--- src/rtl/blr_pkg.sv ---
// Shared types and constants of the bandwidth and latency limiter.
`timescale 1ns / 1ps

package blr_pkg;

  // Width of the channel next-free cycle counters (range 32 to 64).
  localparam int CycleWidth = 48;

  localparam int NowW  = 48;
  localparam int SizeW = 16;
  localparam int LatW  = 32;
  localparam int DurW  = 16;
  localparam int BpcW  = 13;
  localparam int FixW  = 16;

  localparam int CfgDataW = 16;
  localparam int CfgIdxW  = 1;

  localparam logic [CfgIdxW-1:0] RegBytesPerCycle = 1'd0;
  localparam logic [CfgIdxW-1:0] RegFixedLatency  = 1'd1;

  // Slave tdata layout from the lowest bit up.
  localparam int NowLsb   = 0;
  localparam int SizeLsb  = NowLsb + NowW;
  localparam int LatLsb   = SizeLsb + SizeW;
  localparam int DurLsb   = LatLsb + LatW;
  localparam int SDataW   = ((DurLsb + DurW + 7) / 8) * 8;

  // Master tdata layout from the lowest bit up.
  localparam int MDataW   = ((LatW + DurW + 7) / 8) * 8;

  // One quotient bit per divider step.
  localparam int DivSteps = SizeW;
  localparam int DivCntW  = $clog2(DivSteps);

  typedef struct packed {
    logic load;
    logic div_step;
    logic calc;
    logic finish;
  } blr_cmd_t;

  typedef struct packed {
    logic bpc_zero;
  } blr_sts_t;

endpackage

--- src/rtl/blr_datapath.sv ---
// Datapath of the limiter: configuration, request registers, divider and channel state.
`timescale 1ns / 1ps

module blr_datapath (
  input  logic                          clk_i,
  input  logic                          rst_ni,
  input  logic                          cfg_we_i,
  input  logic [blr_pkg::CfgIdxW-1:0]   cfg_idx_i,
  input  logic [blr_pkg::CfgDataW-1:0]  cfg_data_i,
  input  logic [blr_pkg::SDataW-1:0]    s_tdata_i,
  input  logic                          s_tuser_i,
  input  blr_pkg::blr_cmd_t             cmd_i,
  output blr_pkg::blr_sts_t             sts_o,
  output logic [blr_pkg::MDataW-1:0]    m_tdata_o
);

  localparam int CycW = blr_pkg::CycleWidth;
  localparam logic [63:0] CycMax64 = (64'd1 << CycW) - 64'd1;

  logic [blr_pkg::BpcW-1:0]  bpc_q;
  logic [blr_pkg::FixW-1:0]  fix_q;
  logic [CycW-1:0]           rd_free_q, rd_free_d;
  logic [CycW-1:0]           wr_free_q, wr_free_d;

  logic [CycW-1:0]           now_q;
  logic                      wr_q;
  logic [blr_pkg::LatW-1:0]  lat_q;
  logic [blr_pkg::DurW-1:0]  dur_q;
  logic [blr_pkg::SizeW-1:0] quot_q;
  logic [blr_pkg::BpcW-1:0]  rem_q;
  logic [blr_pkg::SizeW-1:0] burst_q;
  logic [CycW-1:0]           wait_q;
  logic [CycW-1:0]           start_q;
  logic [blr_pkg::LatW-1:0]  lat_out_q;
  logic [blr_pkg::DurW-1:0]  dur_out_q;

  logic [63:0]               now_ext;
  logic [CycW-1:0]           now_clamped;
  logic [blr_pkg::BpcW:0]    trial;
  logic [blr_pkg::BpcW:0]    divisor;
  logic                      q_bit;
  logic [blr_pkg::BpcW-1:0]  rem_next;
  logic [blr_pkg::SizeW-1:0] burst;
  logic [CycW-1:0]           chan_free;
  logic                      chan_busy;
  logic [CycW-1:0]           lat_ext;
  logic [CycW-1:0]           lat_max;
  logic [CycW:0]             lat_sum;
  logic [blr_pkg::LatW-1:0]  lat_sat;
  logic [CycW:0]             free_sum;
  logic [CycW-1:0]           free_sat;

  assign sts_o.bpc_zero = (bpc_q == '0);

  // Stamps beyond the counter range are clamped to its maximum.
  assign now_ext     = 64'(s_tdata_i[blr_pkg::NowLsb +: blr_pkg::NowW]);
  assign now_clamped = (now_ext > CycMax64) ? CycMax64[CycW-1:0] : now_ext[CycW-1:0];

  // Restoring division step: shift in the next dividend bit, subtract if it fits.
  assign trial    = {rem_q, quot_q[blr_pkg::SizeW-1]};
  assign divisor  = {1'b0, bpc_q};
  assign q_bit    = (trial >= divisor);
  assign rem_next = q_bit ? blr_pkg::BpcW'(trial - divisor) : trial[blr_pkg::BpcW-1:0];

  // Round the quotient up when a remainder is left.
  assign burst     = quot_q + blr_pkg::SizeW'(rem_q != '0);
  assign chan_free = wr_q ? wr_free_q : rd_free_q;
  assign chan_busy = (chan_free > now_q);

  assign lat_ext  = CycW'(lat_q);
  assign lat_max  = (!sts_o.bpc_zero && (wait_q > lat_ext)) ? wait_q : lat_ext;
  assign lat_sum  = {1'b0, lat_max} + (CycW + 1)'(fix_q);
  assign lat_sat  = (lat_sum > (CycW + 1)'({blr_pkg::LatW{1'b1}})) ?
                    {blr_pkg::LatW{1'b1}} : lat_sum[blr_pkg::LatW-1:0];

  assign free_sum = {1'b0, start_q} + (CycW + 1)'(burst_q);
  assign free_sat = free_sum[CycW] ? {CycW{1'b1}} : free_sum[CycW-1:0];

  always_comb begin
    rd_free_d = rd_free_q;
    wr_free_d = wr_free_q;
    if (cmd_i.finish && !sts_o.bpc_zero) begin
      if (wr_q) begin
        wr_free_d = free_sat;
      end else begin
        rd_free_d = free_sat;
      end
    end
  end

  always_ff @(posedge clk_i or negedge rst_ni) begin
    if (!rst_ni) begin
      bpc_q     <= '0;
      fix_q     <= '0;
      rd_free_q <= '0;
      wr_free_q <= '0;
    end else begin
      if (cfg_we_i) begin
        case (cfg_idx_i)
          blr_pkg::RegBytesPerCycle: bpc_q <= cfg_data_i[blr_pkg::BpcW-1:0];
          blr_pkg::RegFixedLatency:  fix_q <= cfg_data_i[blr_pkg::FixW-1:0];
          default: ;
        endcase
      end
      rd_free_q <= rd_free_d;
      wr_free_q <= wr_free_d;
    end
  end

  always_ff @(posedge clk_i) begin
    if (cmd_i.load) begin
      now_q  <= now_clamped;
      wr_q   <= s_tuser_i;
      lat_q  <= s_tdata_i[blr_pkg::LatLsb +: blr_pkg::LatW];
      dur_q  <= s_tdata_i[blr_pkg::DurLsb +: blr_pkg::DurW];
      quot_q <= s_tdata_i[blr_pkg::SizeLsb +: blr_pkg::SizeW];
      rem_q  <= '0;
    end
    if (cmd_i.div_step) begin
      quot_q <= {quot_q[blr_pkg::SizeW-2:0], q_bit};
      rem_q  <= rem_next;
    end
    if (cmd_i.calc) begin
      burst_q <= burst;
      if (burst > dur_q) begin
        dur_q <= burst;
      end
      wait_q  <= chan_busy ? (chan_free - now_q) : '0;
      start_q <= chan_busy ? chan_free : now_q;
    end
    if (cmd_i.finish) begin
      lat_out_q <= lat_sat;
      dur_out_q <= dur_q;
    end
  end

  assign m_tdata_o = blr_pkg::MDataW'({dur_out_q, lat_out_q});

endmodule

--- src/rtl/blr_ctrl.sv ---
// Controller of the limiter: sequences load, division, channel update and result hand-off.
`timescale 1ns / 1ps

module blr_ctrl (
  input  logic              clk_i,
  input  logic              rst_ni,
  input  logic              s_tvalid_i,
  output logic              s_tready_o,
  output logic              m_tvalid_o,
  input  logic              m_tready_i,
  input  blr_pkg::blr_sts_t sts_i,
  output blr_pkg::blr_cmd_t cmd_o
);

  typedef enum logic [1:0] {
    StIdle,
    StDiv,
    StCalc,
    StFinish
  } state_e;

  state_e                        state_q, state_d;
  logic [blr_pkg::DivCntW-1:0]   cnt_q, cnt_d;
  logic                          out_valid_q, out_valid_d;

  assign s_tready_o = (state_q == StIdle);
  assign m_tvalid_o = out_valid_q;

  always_comb begin
    state_d = state_q;
    cnt_d   = cnt_q;
    cmd_o   = '0;
    case (state_q)
      StIdle: begin
        if (s_tvalid_i) begin
          cmd_o.load = 1'b1;
          cnt_d      = '0;
          state_d    = sts_i.bpc_zero ? StFinish : StDiv;
        end
      end
      StDiv: begin
        cmd_o.div_step = 1'b1;
        cnt_d          = cnt_q + 1'b1;
        if (cnt_q == blr_pkg::DivCntW'(blr_pkg::DivSteps - 1)) begin
          state_d = StCalc;
        end
      end
      StCalc: begin
        cmd_o.calc = 1'b1;
        state_d    = StFinish;
      end
      StFinish: begin
        // The result register is refilled only once its previous item is gone.
        if (!out_valid_q || m_tready_i) begin
          cmd_o.finish = 1'b1;
          state_d      = StIdle;
        end
      end
      default: begin
        state_d = StIdle;
      end
    endcase
    if (cmd_o.finish) begin
      out_valid_d = 1'b1;
    end else if (m_tready_i) begin
      out_valid_d = 1'b0;
    end else begin
      out_valid_d = out_valid_q;
    end
  end

  always_ff @(posedge clk_i or negedge rst_ni) begin
    if (!rst_ni) begin
      state_q     <= StIdle;
      cnt_q       <= '0;
      out_valid_q <= 1'b0;
    end else begin
      state_q     <= state_d;
      cnt_q       <= cnt_d;
      out_valid_q <= out_valid_d;
    end
  end

endmodule

--- src/rtl/bandwidth_latency_limiter.sv ---
// Top level of the bandwidth and latency limiter for memory requests.
//
// Channel   Dir  Payload
// s_axis    in   tdata: now_cycle, byte_count, latency_in, duration_in; tuser: write select
// m_axis    out  tdata: latency_out, duration_out
// cfg       in   register write: 0 bytes_per_cycle, 1 fixed_latency
//
// With a bandwidth set, an item is loaded, passes 16 steps of the radix-2 divider
// that forms the burst time, is compared against the channel's next free cycle and
// has its result register written; with zero bandwidth the load leads straight to
// that write. One item is in work at a time; the finished result waits in
// the output register while the next item is taken in, and only the final write
// stalls on m_axis_tready. Reset clears configuration and both channel counters.
`timescale 1ns / 1ps

module bandwidth_latency_limiter (
  input  logic                          clk_i,
  input  logic                          rst_ni,
  input  logic                          cfg_we_i,
  input  logic [blr_pkg::CfgIdxW-1:0]   cfg_idx_i,
  input  logic [blr_pkg::CfgDataW-1:0]  cfg_data_i,
  input  logic                          s_axis_tvalid,
  output logic                          s_axis_tready,
  // now_cycle [47:0], byte_count [63:48], latency_in [95:64], duration_in [111:96]
  input  logic [blr_pkg::SDataW-1:0]    s_axis_tdata,
  // write select [0]
  input  logic                          s_axis_tuser,
  output logic                          m_axis_tvalid,
  input  logic                          m_axis_tready,
  // latency_out [31:0], duration_out [47:32]
  output logic [blr_pkg::MDataW-1:0]    m_axis_tdata
);

  blr_pkg::blr_cmd_t cmd;
  blr_pkg::blr_sts_t sts;

  blr_ctrl u_ctrl (
    .clk_i      (clk_i),
    .rst_ni     (rst_ni),
    .s_tvalid_i (s_axis_tvalid),
    .s_tready_o (s_axis_tready),
    .m_tvalid_o (m_axis_tvalid),
    .m_tready_i (m_axis_tready),
    .sts_i      (sts),
    .cmd_o      (cmd)
  );

  blr_datapath u_datapath (
    .clk_i      (clk_i),
    .rst_ni     (rst_ni),
    .cfg_we_i   (cfg_we_i),
    .cfg_idx_i  (cfg_idx_i),
    .cfg_data_i (cfg_data_i),
    .s_tdata_i  (s_axis_tdata),
    .s_tuser_i  (s_axis_tuser),
    .cmd_i      (cmd),
    .sts_o      (sts),
    .m_tdata_o  (m_axis_tdata)
  );

endmodule

--- config.mk ---
export PLATFORM = sky130hd
export DESIGN_NAME = bandwidth_latency_limiter
export DESIGN_NICKNAME = d
export VERILOG_FILES = /design/src/rtl/blr_pkg.sv /design/src/rtl/blr_datapath.sv /design/src/rtl/blr_ctrl.sv /design/src/rtl/bandwidth_latency_limiter.sv
export SDC_FILE = /design/constraint.sdc
export NUM_CORES = 1
export LEC_CHECK = 0
export BUFFER_PORTS_ARGS = -buffer_cell sky130_fd_sc_hd__buf_4
export CAP_MARGIN = 20
export CORE_UTILIZATION = 50
export CTS_BUF_LIST = sky130_fd_sc_hd__clkbuf_2 sky130_fd_sc_hd__clkbuf_4 sky130_fd_sc_hd__clkbuf_8
export DETAILED_ROUTE_END_ITERATION = 6
export GPL_ROUTABILITY_DRIVEN = 0
export GPL_TIMING_DRIVEN = 0
export MAX_ROUTING_LAYER = met4
export PLACE_DENSITY = 0.67
export SETUP_SLACK_MARGIN = 0.05
export SYNTH_ARGS = -nofsm -noshare
export SYNTH_HDL_FRONTEND = slang
export SYNTH_SLANG_ARGS = --single-unit
export TNS_END_PERCENT = 30
--- constraint.sdc ---
create_clock -name clk_i -period 12.9 [get_ports clk_i]
set_clock_uncertainty 0.05 [all_clocks]
set_input_delay 1.935 -clock clk_i [delete_from_list [all_inputs] [get_ports clk_i]]
set_output_delay 1.935 -clock clk_i [all_outputs]
set_load 0.02 [all_outputs]
# == After elaboration in Yosys (flattened, before gate mapping) ==
# Index checks and enable logic that the tools add are counted.
# totals
regBits,418
latch_bits,0
ramBits,0
romBits,0
input_bits,135
wordCells,83
memories,0
# classes
add_sub_neg,6
n_mul,0
div,0
magnitude_cmp,6
n_eq_ne,7
n_shift,0
muxes,27
bitwise,2
n_reduce_logical,17
# ops
cell,count
48-bit 2-to-1 mux,4
48-bit by 16-bit adder with 49-bit output,2
16-bit 2-to-1 mux,5
"49-bit by 32-bit greater-than comparator with 1-bit output, second input constant",1
48-bit by 32-bit greater-than comparator with 1-bit output,1
48-bit greater-than comparator,1
"48-bit greater-than comparator, second input constant",1
48-bit subtractor,1
13-bit 2-to-1 mux,3
16-bit by 1-bit adder with 16-bit output,1
16-bit greater-than comparator,1
14-bit by 13-bit >= comparator with 1-bit output,1
13-bit logical NOT,1
13-bit nonzero test,1
13-bit subtractor,1
2-bit AND reduction,5
1-bit 2-to-1 mux,8
2-bit 2-to-1 mux,4
2-bit one-hot mux with 4 select lines,1
4-bit one-hot mux with 2 select lines,1
2-bit nonzero test,3
"4-bit by 1-bit adder with 4-bit output, second input constant",1
"2-bit == test, second input constant",2
"4-bit == test, second input constant",1
10 further kinds,14

# == Longest topological paths before layout ==
# logic_depth
depth_word,6
ltp_mapped,27
mapped_depth_nobuf,22

# == Hierarchy ==
# A second synthesis with hierarchy kept.
# unflattened
cells_unflattened,2412
hier_area_um2,24718.7
# by_module_without_submodules
mod,n_inst,cells_each,area_per_inst_um2,seq_area_each_um2
blr_datapath,1,2371,24294.6,11556.1
blr_ctrl,1,41,424.2,175.2

# == Worst setup path after synthesis ==
# OpenSTA, ideal clock, no wires.
# synth_path
path_type,reg-to-reg
start,reg u_datapath.wait_q[29]
end,reg u_datapath.lat_out_q[19] (netlist name) (data pin)
t_arrival_ns,6.503
required_time_ns,12.596
setup_slack_ns,6.093
path_stages_with_launch,24
n_path_buf,4
synth_period_minus_slack_ns,6.807
cell_sequence,edfxtp_1 > ha_1 > nand4_1 > or4_1 > nor4_2 > o31ai_1 > nand2_1 > clkbuf_1 > clkbuf_1 > buf_1 > clkbuf_1 > o21ai_0 > fa_1 > a211oi_1 > o21ai_0 > and3b_1 > nor3_2 > a2111oi_4 > mux2i_2 > nor3_1 > or4_4 > or3_1 > or4_1 > a21bo_1
# synth_between
elab_chain_cells,5
# synth_rtl
element,line,rtl
"start, declared",blr_datapath.sv:32,logic [CycW-1:0] wait_q;
"start signal, assigned",blr_datapath.sv:128,wait_q <= chan_busy ? (chan_free - now_q) : '0;
48-bit by 32-bit greater-than comparator with 1-bit output,blr_datapath.sv:71,assign lat_max = (!sts_o.bpc_zero && (wait_q > lat_ext)) ? wait_q : lat_ext;
1-bit logical AND,blr_datapath.sv:71,
48-bit 2-to-1 mux (*),blr_datapath.sv:71,
48-bit by 16-bit adder with 49-bit output (*),blr_datapath.sv:72,"assign lat_sum = {1'b0, lat_max} + (CycW + 1)'(fix_q);"
49-bit by 32-bit greater-than comparator with 1-bit output,blr_datapath.sv:73,assign lat_sat = (lat_sum > (CycW + 1)'({blr_pkg::LatW{1'b1}})) ?
"end signal, assigned",blr_datapath.sv:132,lat_out_q <= lat_sat;
"end, declared",blr_datapath.sv:34,logic [blr_pkg::LatW-1:0] lat_out_q;
# Every way passes the cells marked *; elsewhere a longest branch is shown, timed or not.
# A chain may end at the register's enable or synchronous reset.

# == Worst setup path in the final report ==
# layout_path
start,reg u_datapath.lat_q[13] (netlist name)
end,reg u_datapath.lat_out_q[20] (netlist name) (data pin)
# layout_between
elab_chain_cells,5
# layout_rtl
element,line,rtl
"start, declared",blr_datapath.sv:27,logic [blr_pkg::LatW-1:0] lat_q;
"start signal, assigned",blr_datapath.sv:114,lat_q <= s_tdata_i[blr_pkg::LatLsb +: blr_pkg::LatW];
48-bit by 32-bit greater-than comparator with 1-bit output,blr_datapath.sv:71,
1-bit logical AND,blr_datapath.sv:71,
48-bit 2-to-1 mux (*),blr_datapath.sv:71,
48-bit by 16-bit adder with 49-bit output (*),blr_datapath.sv:72,
49-bit by 32-bit greater-than comparator with 1-bit output,blr_datapath.sv:73,
# Marked as above.

==> metrics.cfg <==
[final_layout]
final_common_cell=edfxtp_1
final_util_pct=58.1
mostFrequentLayoutCells=edfxtp_1, nand2_1, o21ai_0, nor2_1, ha_1
syn_to_final_growth_pct=14.6
fin_area_sq_um=27700
drive_above_1_share_pct=15.6
final_nets=2899

[setup_path]
required_ps=13220
cp_max_fo=10
worstSetupEndpointType=flop
crit_path_frequent_cell=clkbuf_1
slowest_stage=a2111oi_0
path_buf_inv=7
slowest_delay_ps=1000
cp-start-kind=flop
critPathTopFamily=compound AO/OA/AOI/OAI gates
worstPathArrival_ps=9300
critPathKind=reg2reg

[routing]
wl_per_cell_um=19.3
drt_iter0_drc=1456
antenna_left=0
first_pass_iters=6
via_per_inst=5.72
drc=0
routed_wl_um=63500
num_vias=18800

[synthesis]
synth_seq_cells=418
ys_types=78
synth.avg_cell_area_sq_um=10.1
syn-cell-area_sq_um=24100
yosys_warnings=0
synth_seq_area_share_pct=48.6
syn-num-nets=2680
synth-edff-count=270
async_reset_ff_share_pct=31.6
syn_inst=2393
synth_flop_cell=edfxtp_1

[floorplanning]
die_width_um=222
initial_core_util_pct=50.6
rows=80
dieArea_sq_um=49100
coreArea_sq_um=47600
chipHeight_um=222
ioPinCount=185

[power_and_ir_drop]
worst_ir_drop_vdd_mv=0.154
powerDensity_nw_per_um2=267
p_leak_nw=11.5

[timing]
drv_slew=0
grt_setup_unrepaired=false
worst_slew_pin_slew_ps=1100
period_share_pct=69.6
fin_tns_setup_ps=0
setup_viol=0
max_slew_margin_pct=24.5
hold_violations=0
post-route-min-period_ps=8980
fmax_ghz=0.111

[flow_run]
maxCapViolations=0

[placed_design]
dpl_cell_area_sq_um=26100
dpl.hpwl_um=47700
portBuffers=136

[grt]
antenna_found_initial=1
grt_pass1_wl_um=99500
track_usage_pct=26.6
grt_max_degree=91
grt_pass1_vias=18400
grt_overflow=0

[clock_tree]
root_buffer=clkbuf_8
cts_sinks=418
cts.clk_slew.worst_paths_ps=60
cts_tree=built
cts_setup_buffers=0
cts_resized=0
tritoncts.num_buffers=74
cts_hold_buf=0
h-tree-depth=3
clkLatencyLatePin_ps=660
clock_path_buffers=3

[outcome]
status=finished, final reports clean

[hold_path]
min_path_type=reg2reg

==> stage by stage <==
step / hold slack (ps) / power (mW) / cells / worst slack, ps
global route: 391 / 7.91 / 3289 / 3420
CTS: 380 / 7.36 / 3286 / 3990
global placement: 364 / 5.90 / 3144 / 4290
finish: 379 / 7.39 / 3289 / 3920
detailed placement: 365 / 6.01 / 3149 / 4050
floorplan: 358 / 4.98 / 2393 / 6090
==> state kept, by name, indices dropped and copies added, names as in the netlist, 2 cells and up <==
signal and count:
u_datapath.bpc_q 13, u_datapath.rd_free_q 48, u_datapath.wait_q 48, u_datapath.lat_q 32, u_datapath.lat_out_q 32, u_datapath.now_q 48, u_datapath.burst_q 16, u_datapath.rem_q 13
u_datapath.dur_q 16, u_ctrl.cnt_q 4, u_datapath.wr_free_q 48, u_datapath.start_q 48, u_ctrl.state_q 2, u_datapath.fix_q 16, u_datapath.dur_out_q 16, u_datapath.quot_q 16
==> cell families (layout without fill, tap and decap cells) <==
family,Yosys count,after routing,share of synthesized area (%)
compound gates,568,568,14.4
xor+xnor,125,125,4.54
fa+ha+maj,152,152,8.01
buf+inv,276,556,4.33
flops,418,418,48.6
mux,130,130,5.96
other cells,0,1,0
simple gates,724,724,14.1
==> worst paths after layout <==
kind	to	cells after the start	from	slack, ps
max	u_datapath.lat_out_q[20]	25	u_datapath.lat_q[13]	3920
min	u_datapath.dur_out_q[15]	0	u_datapath.dur_q[15]	380
max reg2reg	u_datapath.lat_out_q[20]	25	u_datapath.lat_q[13]	3920
min reg2reg	u_datapath.dur_out_q[15]	0	u_datapath.dur_q[15]	380
max in group asynchronous	u_datapath.bpc_q[12]	2	rst_ni	10790
min in group asynchronous	u_datapath.wr_free_q[35]	1	rst_ni	1160
==> metal layers <==
layer	vias to the layer above	share of wire [%]	GRT usage, %
met2	597	47	42.0
met5	-	0	-
met3	133	5.8	4.31
met4	0	2.8	8.69
met1	9080	45	35.2
li1	9007	-	-
==> area by class of cell <==
type | instances | area [sq um]
Fill cell | 4168 | 20000
Sequential cell | 418 | 11700
Multi-Input combinational cell | 1699 | 11400
Clock buffer | 115 | 1390
Timing Repair Buffer | 143 | 1150
Tap cell | 615 | 769
Inverter | 146 | 551
Buffer | 130 | 497
Clock inverter | 22 | 204
Antenna cell | 1 | 2.50
==> cells in the mapped netlist (7+ instances only) <==
library cell | count | area (sq um)
edfxtp_1 | 270 | 8110
nand2_1 | 265 | 995
o21ai_0 | 221 | 1110
nor2_1 | 189 | 709
ha_1 | 148 | 1850
inv_1 | 146 | 548
dfrtp_1 | 132 | 3300
a21oi_1 | 127 | 636
clkbuf_1 | 117 | 439
mux2_2 | 106 | 1190
xnor2_1 | 75 | 657
a21o_1 | 57 | 428
xor2_1 | 50 | 438
nand3_1 | 46 | 230
and3_1 | 37 | 231
nand4_1 | 32 | 200
nor2b_1 | 31 | 194
nor3_1 | 31 | 155
o21a_1 | 25 | 188
mux2i_1 | 23 | 230
a31oi_1 | 19 | 119
nand2b_1 | 18 | 113
a211oi_1 | 16 | 120
dfxtp_1 | 16 | 320
nor4_1 | 12 | 75.1
o21bai_1 | 12 | 90.1
and2_1 | 11 | 68.8
and4_1 | 9 | 78.8
or3_1 | 9 | 56.3
a21boi_0 | 8 | 60.1
a221oi_1 | 8 | 70.1
buf_1 | 8 | 30.0
o211ai_1 | 7 | 52.6
o22ai_1 | 7 | 43.8
==> power breakdown <==
| part | total [mW] | internal, mW | switching (mW) | leakage [nW] |
|---|---|---|---|---|
| clock | 1.31 | 0.749 | 0.564 | 0.832 |
| sequential | 2.46 | 2.11 | 0.346 | 4.21 |
| combinational | 3.61 | 1.42 | 2.19 | 6.43 |
| total | 7.39 | 4.28 | 3.11 | 11.5 |
Note: power is estimated with default switching activity, not from simulation.
